File: src/rtl/ntpa_pkg.sv
`timescale 1ns / 1ps
// ----------------------------------------------------------------------------
// ntpa_pkg
// Shared widths, angle constants, arctangent table and the CORDIC request type.
// ----------------------------------------------------------------------------
package ntpa_pkg;

  localparam int CORDIC_STEPS_DEF  = 16;
  localparam int POS_FRAC_BITS_DEF = 8;

  localparam int POS_W   = 24;
  localparam int DIFF_W  = 25;
  localparam int DIST_W  = 50;
  localparam int CX_W    = 28;
  localparam int ANG_W   = 21;
  localparam int CIN_W   = 26;

  // angles in 1/2048 degree
  localparam logic signed [ANG_W-1:0] DEG180 = 21'sd368640;
  localparam logic signed [ANG_W-1:0] DEG90  = 21'sd184320;

  localparam logic [2:0] REG_OWN_X = 3'd0;
  localparam logic [2:0] REG_OWN_Y = 3'd1;
  localparam logic [2:0] REG_OWN_Z = 3'd2;
  localparam logic [2:0] REG_TEAM  = 3'd3;
  localparam logic [2:0] REG_RANGE = 3'd4;

  typedef struct packed {
    logic                    start;
    logic signed [CIN_W-1:0] x;
    logic signed [CIN_W-1:0] y;
  } cordic_req_t;

  typedef struct packed {
    logic                    done;
    logic signed [ANG_W-1:0] angle;
  } cordic_rsp_t;

  function automatic logic signed [ANG_W-1:0] atan_tab(input logic [4:0] i);
    logic signed [ANG_W-1:0] v;
    case (i)
      5'd0:  v = 21'sd92160;
      5'd1:  v = 21'sd54405;
      5'd2:  v = 21'sd28746;
      5'd3:  v = 21'sd14592;
      5'd4:  v = 21'sd7324;
      5'd5:  v = 21'sd3666;
      5'd6:  v = 21'sd1833;
      5'd7:  v = 21'sd917;
      5'd8:  v = 21'sd458;
      5'd9:  v = 21'sd229;
      5'd10: v = 21'sd115;
      5'd11: v = 21'sd57;
      5'd12: v = 21'sd29;
      5'd13: v = 21'sd14;
      5'd14: v = 21'sd7;
      5'd15: v = 21'sd4;
      5'd16: v = 21'sd2;
      5'd17: v = 21'sd1;
      default: v = 21'sd0;
    endcase
    return v;
  endfunction

endpackage

File: src/rtl/nearest_target_pointing_angles_top.sv
`timescale 1ns / 1ps
// ----------------------------------------------------------------------------
// nearest_target_pointing_angles_top
// Nearest eligible candidate search with CORDIC yaw/pitch toward the winner.
// ----------------------------------------------------------------------------
// Usage:
//  - Config: cfg_we/cfg_addr/cfg_wdata write own_x/y/z, own_team, range limit;
//    write only while idle. Unknown indexes are ignored.
//  - Input channel in_valid/in_ready carries one candidate per transaction.
//    Each candidate passes through accept, the shared 25x25 squarer
//    (three squares, accumulate) and a compare step.
//  - On a candidate with last=1 one result transaction follows on
//    out_valid/out_ready. With a winner that adds a squarer pass (dx, dy),
//    a bit-serial square root (one result bit per iteration) and two
//    CORDIC runs, yaw and then pitch.
//    Without a winner the compare goes straight to the result state.
//  - The result sits in an output register; new candidates are taken while
//    it waits. A following scan end holds until the receiver takes it.
//  - rst (synchronous) clears the scan, drops out_valid and restores the
//    register reset values.
// ----------------------------------------------------------------------------
module nearest_target_pointing_angles_top #(
  parameter int CORDIC_STEPS  = ntpa_pkg::CORDIC_STEPS_DEF,
  parameter int POS_FRAC_BITS = ntpa_pkg::POS_FRAC_BITS_DEF
) (
  input  logic               clk,
  input  logic               rst,
  input  logic               cfg_we,
  input  logic [2:0]         cfg_addr,
  input  logic [49:0]        cfg_wdata,
  input  logic               in_valid,
  output logic               in_ready,
  input  logic               entry_valid,
  input  logic               line_of_sight,
  input  logic [7:0]         team,
  input  logic [7:0]         alive_state,
  input  logic signed [23:0] pos_x,
  input  logic signed [23:0] pos_y,
  input  logic signed [23:0] pos_z,
  input  logic               last,
  output logic               out_valid,
  input  logic               out_ready,
  output logic               target_found,
  output logic signed [15:0] yaw,
  output logic signed [13:0] pitch
);

  localparam int DW = ntpa_pkg::DIFF_W;
  localparam int LW = ntpa_pkg::DIST_W;
  localparam int AW = ntpa_pkg::ANG_W;
  localparam logic [LW-1:0] RANGE_RST = LW'(64'd9999999 << (2 * POS_FRAC_BITS));

  // sequencer states
  localparam logic [3:0] S_IDLE   = 4'd0;
  localparam logic [3:0] S_SQ     = 4'd1;
  localparam logic [3:0] S_CMP    = 4'd2;
  localparam logic [3:0] S_PSQ    = 4'd3;
  localparam logic [3:0] S_SQRT   = 4'd4;
  localparam logic [3:0] S_YAW_GO = 4'd5;
  localparam logic [3:0] S_YAW    = 4'd6;
  localparam logic [3:0] S_PIT_GO = 4'd7;
  localparam logic [3:0] S_PIT    = 4'd8;
  localparam logic [3:0] S_FIN    = 4'd9;

  logic [3:0] state;

  // configuration
  logic signed [23:0] own_x, own_y, own_z;
  logic [7:0]         own_team;
  logic [LW-1:0]      range_limit_sq;

  // current candidate
  logic signed [DW-1:0] dx, dy, dz;
  logic                 pre_ok;
  logic                 is_last;

  // scan state
  logic                 best_found;
  logic [LW-1:0]        best_distance_sq;
  logic signed [DW-1:0] best_dx, best_dy, best_dz;

  // shared squarer
  logic [1:0]           mcnt;
  logic signed [DW-1:0] mop;
  logic signed [LW-1:0] mope;
  logic [LW-1:0]        prod;
  logic [LW-1:0]        acc;

  // square root
  logic [LW-1:0]        sq_v, sq_r, sq_bit;
  logic [4:0]           sq_cnt;
  logic [LW-1:0]        sq_t;

  // angles
  logic signed [AW-1:0] yaw_ang;
  logic signed [AW-1:0] pit_sat;
  logic signed [AW-1:0] yaw_rnd, pit_rnd;

  ntpa_pkg::cordic_req_t creq;
  ntpa_pkg::cordic_rsp_t crsp;

  logic cand_ok;

  assign in_ready = (state == S_IDLE);

  always_comb begin
    case (state)
      S_SQ: begin
        case (mcnt)
          2'd0:    mop = dx;
          2'd1:    mop = dy;
          default: mop = dz;
        endcase
      end
      S_PSQ:   mop = (mcnt == 2'd0) ? best_dx : best_dy;
      default: mop = dx;
    endcase
  end
  assign mope = LW'(mop);

  assign cand_ok = pre_ok && (acc < range_limit_sq) &&
                   (!best_found || acc < best_distance_sq);

  assign sq_t = sq_r + sq_bit;

  always_comb begin
    creq.start = (state == S_YAW_GO) || (state == S_PIT_GO);
    if (state == S_PIT_GO) begin
      creq.x = ntpa_pkg::CIN_W'(sq_r[DW-1:0]);
      creq.y = ntpa_pkg::CIN_W'(best_dz);
    end else begin
      creq.x = ntpa_pkg::CIN_W'(best_dx);
      creq.y = ntpa_pkg::CIN_W'(best_dy);
    end
  end

  ntpa_cordic #(.STEPS(CORDIC_STEPS)) u_cordic (
    .clk (clk),
    .rst (rst),
    .req (creq),
    .rsp (crsp)
  );

  always_comb begin
    if (crsp.angle > ntpa_pkg::DEG90)       pit_sat = ntpa_pkg::DEG90;
    else if (crsp.angle < -ntpa_pkg::DEG90) pit_sat = -ntpa_pkg::DEG90;
    else                                    pit_sat = crsp.angle;
  end
  // round half up to 1/64 degree
  assign yaw_rnd = (yaw_ang + AW'(16)) >>> 5;
  assign pit_rnd = (pit_sat + AW'(16)) >>> 5;

  always_ff @(posedge clk) begin
    if (rst) begin
      own_x          <= '0;
      own_y          <= '0;
      own_z          <= '0;
      own_team       <= '0;
      range_limit_sq <= RANGE_RST;
    end else if (cfg_we) begin
      case (cfg_addr)
        ntpa_pkg::REG_OWN_X: own_x          <= cfg_wdata[23:0];
        ntpa_pkg::REG_OWN_Y: own_y          <= cfg_wdata[23:0];
        ntpa_pkg::REG_OWN_Z: own_z          <= cfg_wdata[23:0];
        ntpa_pkg::REG_TEAM:  own_team       <= cfg_wdata[7:0];
        ntpa_pkg::REG_RANGE: range_limit_sq <= cfg_wdata;
        default: ;
      endcase
    end
  end

  always_ff @(posedge clk) begin
    prod <= LW'(mope * mope);
    if (rst) begin
      state            <= S_IDLE;
      out_valid        <= 1'b0;
      best_found       <= 1'b0;
      best_distance_sq <= '0;
      best_dx          <= '0;
      best_dy          <= '0;
      best_dz          <= '0;
      mcnt             <= '0;
    end else begin
      // S_FIN reloads the output register itself
      if (out_valid && out_ready && state != S_FIN) out_valid <= 1'b0;
      case (state)
        S_IDLE: begin
          if (in_valid) begin
            dx      <= DW'(pos_x) - DW'(own_x);
            dy      <= DW'(pos_y) - DW'(own_y);
            dz      <= DW'(pos_z) - DW'(own_z);
            pre_ok  <= entry_valid && line_of_sight && (team != own_team) &&
                       (alive_state == 8'd0);
            is_last <= last;
            mcnt    <= '0;
            state   <= S_SQ;
          end
        end
        S_SQ: begin
          // square issued at mcnt, summed from the prod register in the next cycle
          acc  <= (mcnt == 2'd0) ? '0 : (mcnt == 2'd1) ? prod : acc + prod;
          mcnt <= mcnt + 1'b1;
          if (mcnt == 2'd3) state <= S_CMP;
        end
        S_CMP: begin
          mcnt <= '0;
          if (cand_ok) begin
            best_found       <= 1'b1;
            best_distance_sq <= acc;
            best_dx          <= dx;
            best_dy          <= dy;
            best_dz          <= dz;
          end
          if (!is_last)                      state <= S_IDLE;
          else if (cand_ok || best_found)    state <= S_PSQ;
          else                               state <= S_FIN;
        end
        S_PSQ: begin
          acc  <= prod;
          mcnt <= mcnt + 1'b1;
          if (mcnt == 2'd2) begin
            sq_v   <= acc + prod;
            sq_r   <= '0;
            sq_bit <= LW'(1) << (LW - 2);
            sq_cnt <= '0;
            state  <= S_SQRT;
          end
        end
        S_SQRT: begin
          if (sq_v >= sq_t) begin
            sq_v <= sq_v - sq_t;
            sq_r <= (sq_r >> 1) + sq_bit;
          end else begin
            sq_r <= sq_r >> 1;
          end
          sq_bit <= sq_bit >> 2;
          sq_cnt <= sq_cnt + 1'b1;
          if (sq_cnt == 5'(LW / 2 - 1)) state <= S_YAW_GO;
        end
        S_YAW_GO: state <= S_YAW;
        S_YAW: begin
          if (crsp.done) begin
            yaw_ang <= crsp.angle;
            state   <= S_PIT_GO;
          end
        end
        S_PIT_GO: state <= S_PIT;
        S_PIT: begin
          if (crsp.done) state <= S_FIN;
        end
        S_FIN: begin
          if (!out_valid || out_ready) begin
            out_valid        <= 1'b1;
            target_found     <= best_found;
            yaw              <= best_found ? 16'(yaw_rnd) + 16'sd5760 : '0;
            pitch            <= best_found ? 14'(pit_rnd) : '0;
            best_found       <= 1'b0;
            best_distance_sq <= '0;
            best_dx          <= '0;
            best_dy          <= '0;
            best_dz          <= '0;
            state            <= S_IDLE;
          end
        end
        default: state <= S_IDLE;
      endcase
    end
  end

`ifndef SYNTHESIS
  a_none_zero: assert property (@(posedge clk) disable iff (rst)
    (out_valid && !target_found) |-> (yaw == 16'sd0 && pitch == 14'sd0))
    else $error("no target but nonzero angles");
  a_pitch_rng: assert property (@(posedge clk) disable iff (rst)
    out_valid |-> (pitch <= 14'sd5760 && pitch >= -14'sd5760))
    else $error("pitch out of range");
  a_scan_cleared: assert property (@(posedge clk) disable iff (rst)
    (state == S_FIN && (!out_valid || out_ready)) |=> !best_found)
    else $error("scan state not cleared after result");
`endif

endmodule

File: src/rtl/ntpa_cordic.sv
`timescale 1ns / 1ps
// ----------------------------------------------------------------------------
// ntpa_cordic
// Iterative vectoring CORDIC, one micro-rotation per cycle; atan2(y, x).
// ----------------------------------------------------------------------------
module ntpa_cordic #(
  parameter int STEPS = ntpa_pkg::CORDIC_STEPS_DEF
) (
  input  logic                  clk,
  input  logic                  rst,
  input  ntpa_pkg::cordic_req_t req,
  output ntpa_pkg::cordic_rsp_t rsp
);

  localparam int IW = $clog2(STEPS);

  logic                                busy;
  logic                                done;
  logic [IW-1:0]                       i;
  logic signed [ntpa_pkg::CX_W-1:0]    x;
  logic signed [ntpa_pkg::CX_W-1:0]    y;
  logic signed [ntpa_pkg::ANG_W-1:0]   z;
  logic signed [ntpa_pkg::CX_W-1:0]    xs;
  logic signed [ntpa_pkg::CX_W-1:0]    ys;
  logic signed [ntpa_pkg::CX_W-1:0]    x0;
  logic signed [ntpa_pkg::CX_W-1:0]    y0;
  logic signed [ntpa_pkg::ANG_W-1:0]   at;

  assign x0 = ntpa_pkg::CX_W'(req.x);
  assign y0 = ntpa_pkg::CX_W'(req.y);
  assign xs = x >>> i;
  assign ys = y >>> i;
  assign at = ntpa_pkg::atan_tab(5'(i));

  always_ff @(posedge clk) begin
    if (rst) begin
      busy <= 1'b0;
      done <= 1'b0;
    end else begin
      done <= 1'b0;
      if (req.start) begin
        i <= '0;
        if (x0 == '0 && y0 == '0) begin
          z    <= '0;
          done <= 1'b1;
        end else if (x0 < 0) begin
          z    <= (y0 >= 0) ? ntpa_pkg::DEG180 : -ntpa_pkg::DEG180;
          x    <= -x0;
          y    <= -y0;
          busy <= 1'b1;
        end else begin
          z    <= '0;
          x    <= x0;
          y    <= y0;
          busy <= 1'b1;
        end
      end else if (busy) begin
        if (y >= 0) begin
          x <= x + ys;
          y <= y - xs;
          z <= z + at;
        end else begin
          x <= x - ys;
          y <= y + xs;
          z <= z - at;
        end
        if (i == IW'(STEPS - 1)) begin
          busy <= 1'b0;
          done <= 1'b1;
        end else begin
          i <= i + 1'b1;
        end
      end
    end
  end

  always_comb begin
    rsp.done = done;
    if (z > ntpa_pkg::DEG180)       rsp.angle = ntpa_pkg::DEG180;
    else if (z < -ntpa_pkg::DEG180) rsp.angle = -ntpa_pkg::DEG180;
    else                            rsp.angle = z;
  end

`ifndef SYNTHESIS
  a_no_start_busy: assert property (@(posedge clk) disable iff (rst) busy |-> !req.start)
    else $error("cordic restarted while busy");
  a_done_not_busy: assert property (@(posedge clk) disable iff (rst) done |-> !busy)
    else $error("cordic done while busy");
  a_angle_sat: assert property (@(posedge clk) disable iff (rst)
    done |-> (rsp.angle <= ntpa_pkg::DEG180 && rsp.angle >= -ntpa_pkg::DEG180))
    else $error("cordic angle out of range");
`endif

endmodule
File: config.mk
export PLATFORM = sky130hd
export DESIGN_NAME = nearest_target_pointing_angles_top
export DESIGN_NICKNAME = d
export VERILOG_FILES = /design/src/rtl/ntpa_pkg.sv /design/src/rtl/nearest_target_pointing_angles_top.sv /design/src/rtl/ntpa_cordic.sv
export SDC_FILE = /design/constraint.sdc
export NUM_CORES = 2
export LEC_CHECK = 0
export ABC_AREA = 1
export BUFFER_PORTS_ARGS = -buffer_cell sky130_fd_sc_hd__buf_4
export CAP_MARGIN = 20
export CORE_MARGIN = 2
export CORE_UTILIZATION = 66
export DETAILED_ROUTE_END_ITERATION = 6
export GPL_TIMING_DRIVEN = 0
export PLACE_DENSITY = 0.86
export SYNTH_ARGS = -nofsm -noshare
export SYNTH_HDL_FRONTEND = slang
export SYNTH_HIERARCHICAL = 1
export SYNTH_SLANG_ARGS = --single-unit
File: constraint.sdc
create_clock -name clk -period 12.35 [get_ports clk]
set_input_delay 0.6175 -clock clk [delete_from_list [all_inputs] [get_ports clk]]
set_output_delay 0.6175 -clock clk [all_outputs]
set_load 0.01 [all_outputs]
==> results.md <==
- Final number of hold-violating endpoints: 0
- CP Max Fanout: 10
- Worst hold margin: 0.1556 ns
- Mapped Area: 78,600 um2
- Mapped Nets: 12,264
- Violated checks: design-rule violations
- RSZ-0062 raised after global routing: no
- Post-synth EDFFs: 386
- CTS Buffer Depth: 3
- Fillers: 9,326
- Leading area contributor after synthesis: fa_1
- Pin count of the biggest net entering global routing: 37
- Initial Util: 66.56%
- Ys flop type: edfxtp_1
- Synth top area share: 15.66%
- Post-CTS Repair Setup Buffers: 0
- Post-CTS sizing: 0
- R2R Path End: prod[44]
- Sequential element share of the synthesized area: 23.18%
- GRT overflow: 0
- Min Tclk post-route: 11.03 ns
- CP startpoint kind: flip-flop
- Worst Hold Launch: cfg_wdata[28]
- WL final: 309,400 um
- DR vias: 81,199
- Period utilization: 89.31%
- Setup-failing EPs final: 0
- Area of the core: 118,100 um2
- Initial antenna violation count: 33
- Crit end category: flip-flop
- Fmax: 0.09066 GHz
- Vias in the first global route: 80,397
- Slowest CP cell: fa_1
- Number of remaining DRC errors: 1
- GRT Total Usage: 49.99%
- Hold-fix buffers, CTS: 0
- Crit-path max cell delay: 0.91 ns
- Final GP Congestion: 1.086
- Worst path buffer plus inverter count: 8
- Slew headroom: 11.96%
- Via/cell ratio: 6.314
- Syn avg cell area: 7.192 um2
- CTS H-tree lvls: 3
- Setup CP Type: reg2reg
- Warnings, synthesis: 6
- Clock transition at path regs: 0.07 ns
- Clock Latency Late Sink: 0.71 ns
- MaxCap Viol Count: 0
- Top cell by count, worst path: fa_1
- Port Buffers: 181
- Initial DRC count: 10,730
- Root Driver: clkbuf_16
- Worst Max-Slew Pin Slew: 1.321 ns
- Die Y: 349.1 um
- CTS tree: done
- Family with the most delay on the worst path: adder cells
- Die X: 349.1 um
- Full die area: 121,900 um2
- Final nets: 12,561
- Arr. time, crit path: 11.63 ns
- Fin. max-slew vios: 0
- Storage cell area: 18,220 um2
- Cell count of the worst hold path: 3
- Post-detail-place hpwl: 245,700 um
- Status: complete, but fails checks
- Area Overhead vs Synth: 8.445%
- Synth area leaders: fa_1 16%, edfxtp_1 15%, nand2_1 11%
- Cell Rows: 126
- Async SR Flop Fraction: 0%
- CTS buffer count: 82
- R2r setup slk: 1.32 ns
- Worst reg2reg startpoint: mcnt[0]
- Drt pass-1 iters: 7
- Post-synth cell types: 70
- Cell Area, Placed: 82,220 um2
- Post-route ant nets: 0
- Cell area after layout: 85,240 um2
- Syn Inst Count: 10,929
- #FFs+latches synth: 717
- WL/cell: 24.06 um
- Share of post-route cells with drive strength above 1: 5.232%
- Cell count of the worst reg-to-reg path: 29
- CTS sink count: 717
- First-pass GRT wire length: 460,900 um
- Hold EP: range_limit_sq[28]
- Min-Delay Path Class: in2reg
- Clock skew: 0.05009 ns
- Num ports: 182
- Multi-input gate area: 51,560 um2
- CP Data Required Time: 12.95 ns
## per-stage QoR
step | instances | util, % | setup slack, ns | TNS (ns)
4_1_cts | 12827 | 72.08 | 2.316 | 0
6_report | 12860 | 72.18 | 1.320 | 0
3_5_place_dp | 12674 | 69.63 | 2.374 | 0
2_1_floorplan | 10929 | - | 3.273 | 0
3_3_place_gp | 12646 | 69.34 | -0.2656 | -19.79
5_1_grt | 12848 | 72.16 | 1.355 | 0
## cells in the final DEF, fill, tap and decap left out, drive strengths merged, types with 9 or more instances in the layout
master,n
xor2,205
o21bai,56
clkinv,36
clkbuf,295
inv,1962
fa,615
nand2,2266
diode,29
a21o,49
and2,19
o211ai,55
and3,9
or2,16
nand3,667
o31ai,17
nand4,99
nor2,1185
buf,358
a211oi,11
o21ai,768
a21oi,832
nand3b,14
dfxtp,331
nor3,128
nor4,39
ha,571
o22ai,39
o21a,18
xnor2,135
edfxtp,386
a21boi,27
a31oi,47
## cells in the mapped netlist, types with 13 or more instances
| cell | n |
|---|---|
| clkbuf_1 | 175 |
| nand4_1 | 99 |
| nand3_1 | 658 |
| o21bai_1 | 55 |
| a21o_1 | 49 |
| nor2_2 | 15 |
| a31oi_1 | 47 |
| nor4_1 | 38 |
| edfxtp_1 | 386 |
| o21ai_2 | 15 |
| and2_1 | 17 |
| nand2_1 | 2248 |
| nor3_1 | 122 |
| inv_1 | 1935 |
| xnor2_1 | 135 |
| nand2_2 | 16 |
| nand3b_1 | 14 |
| buf_6 | 13 |
| o22ai_1 | 39 |
| a21boi_0 | 27 |
| o21ai_0 | 710 |
| ha_1 | 571 |
| nor2_1 | 1165 |
| o21ai_1 | 43 |
| inv_2 | 19 |
| buf_1 | 23 |
| buf_2 | 98 |
| o31ai_1 | 17 |
| a21oi_1 | 827 |
| o21a_1 | 18 |
| xor2_1 | 205 |
| dfxtp_1 | 331 |
| o211ai_1 | 55 |
| fa_1 | 615 |
## registers in the layout (all words and copies together), names as in the netlist, 25 cells and up
signal / flops
best_dy: 25
range_limit_sq: 50
best_dz: 25
acc: 50
u_cordic/y: 28
best_dx: 25
dy: 25
dz: 25
sq_v: 50
u_cordic/x: 28
sq_r: 50
sq_bit: 25
best_distance_sq: 50
prod: 49
dx: 25
## cell type report
cell class / count / share of cell area [%]
sequential: 717 / 21.37
tap: 1536 / 2.255
timing repair buffer: 213 / 2.018
multi-input combinational: 7924 / 60.49
buffer: 321 / 1.722
inverter: 1967 / 8.665
antenna: 29 / 0.08514
clock inverter: 34 / 0.4037
clock buffer: 119 / 2.992
## worst register-to-register path: cells and delay by family, from the launching register on
family                     cells  cell delay, ns
AOI/OAI and AO/OA              7            2.07
adders and majority gates      9            4.98
and+or+nand+nor                4            0.80
buffers and inverters          8            2.44
DFF                            1            0.42
xor gates and xnor gates       1            0.18
## cells by family (layout without fill, tap and decap cells)
| logic type | Yosys count | in the layout | synth area share [%] |
|---|---|---|---|
| xor gates and xnor gates | 340 | 340 | 3.789 |
| AOI/OAI and AO/OA | 1949 | 1949 | 13.53 |
| buffers and inverters | 2288 | 2654 | 11.26 |
| DFF | 717 | 717 | 23.18 |
| and+or+nand+nor | 4449 | 4449 | 23.48 |
| adders and majority gates | 1186 | 1186 | 24.75 |
| other | 0 | 29 | 0 |
## routing by layer
metal / track usage [%] / wire (um) / up-vias
met2: 77.74 / 133600 / 6108
li1: - / - / 35707
met4: 45.65 / 35140 / 18
met3: 14.64 / 39080 / 2026
met1: 55.27 / 101400 / 37340
met5: 0.7603 / 151 / -
## how the worst max path moves through the flow
stage	slack (ns)	cells past startpoint	startpoint	endpoint
after detailed placement	2.37	30	mcnt[1]	prod[47]
after global routing	1.36	29	mcnt[1]	prod[44]
after CTS	2.32	30	mcnt[1]	prod[47]
after floorplan	3.27	3	rst	dx[0]
final	1.32	29	mcnt[0]	prod[44]
after global placement	-0.27	4	rst	dz[5]
Power is not shown: default switching activity piles up to over one toggle a cycle in this logic, so the estimate is an artifact.
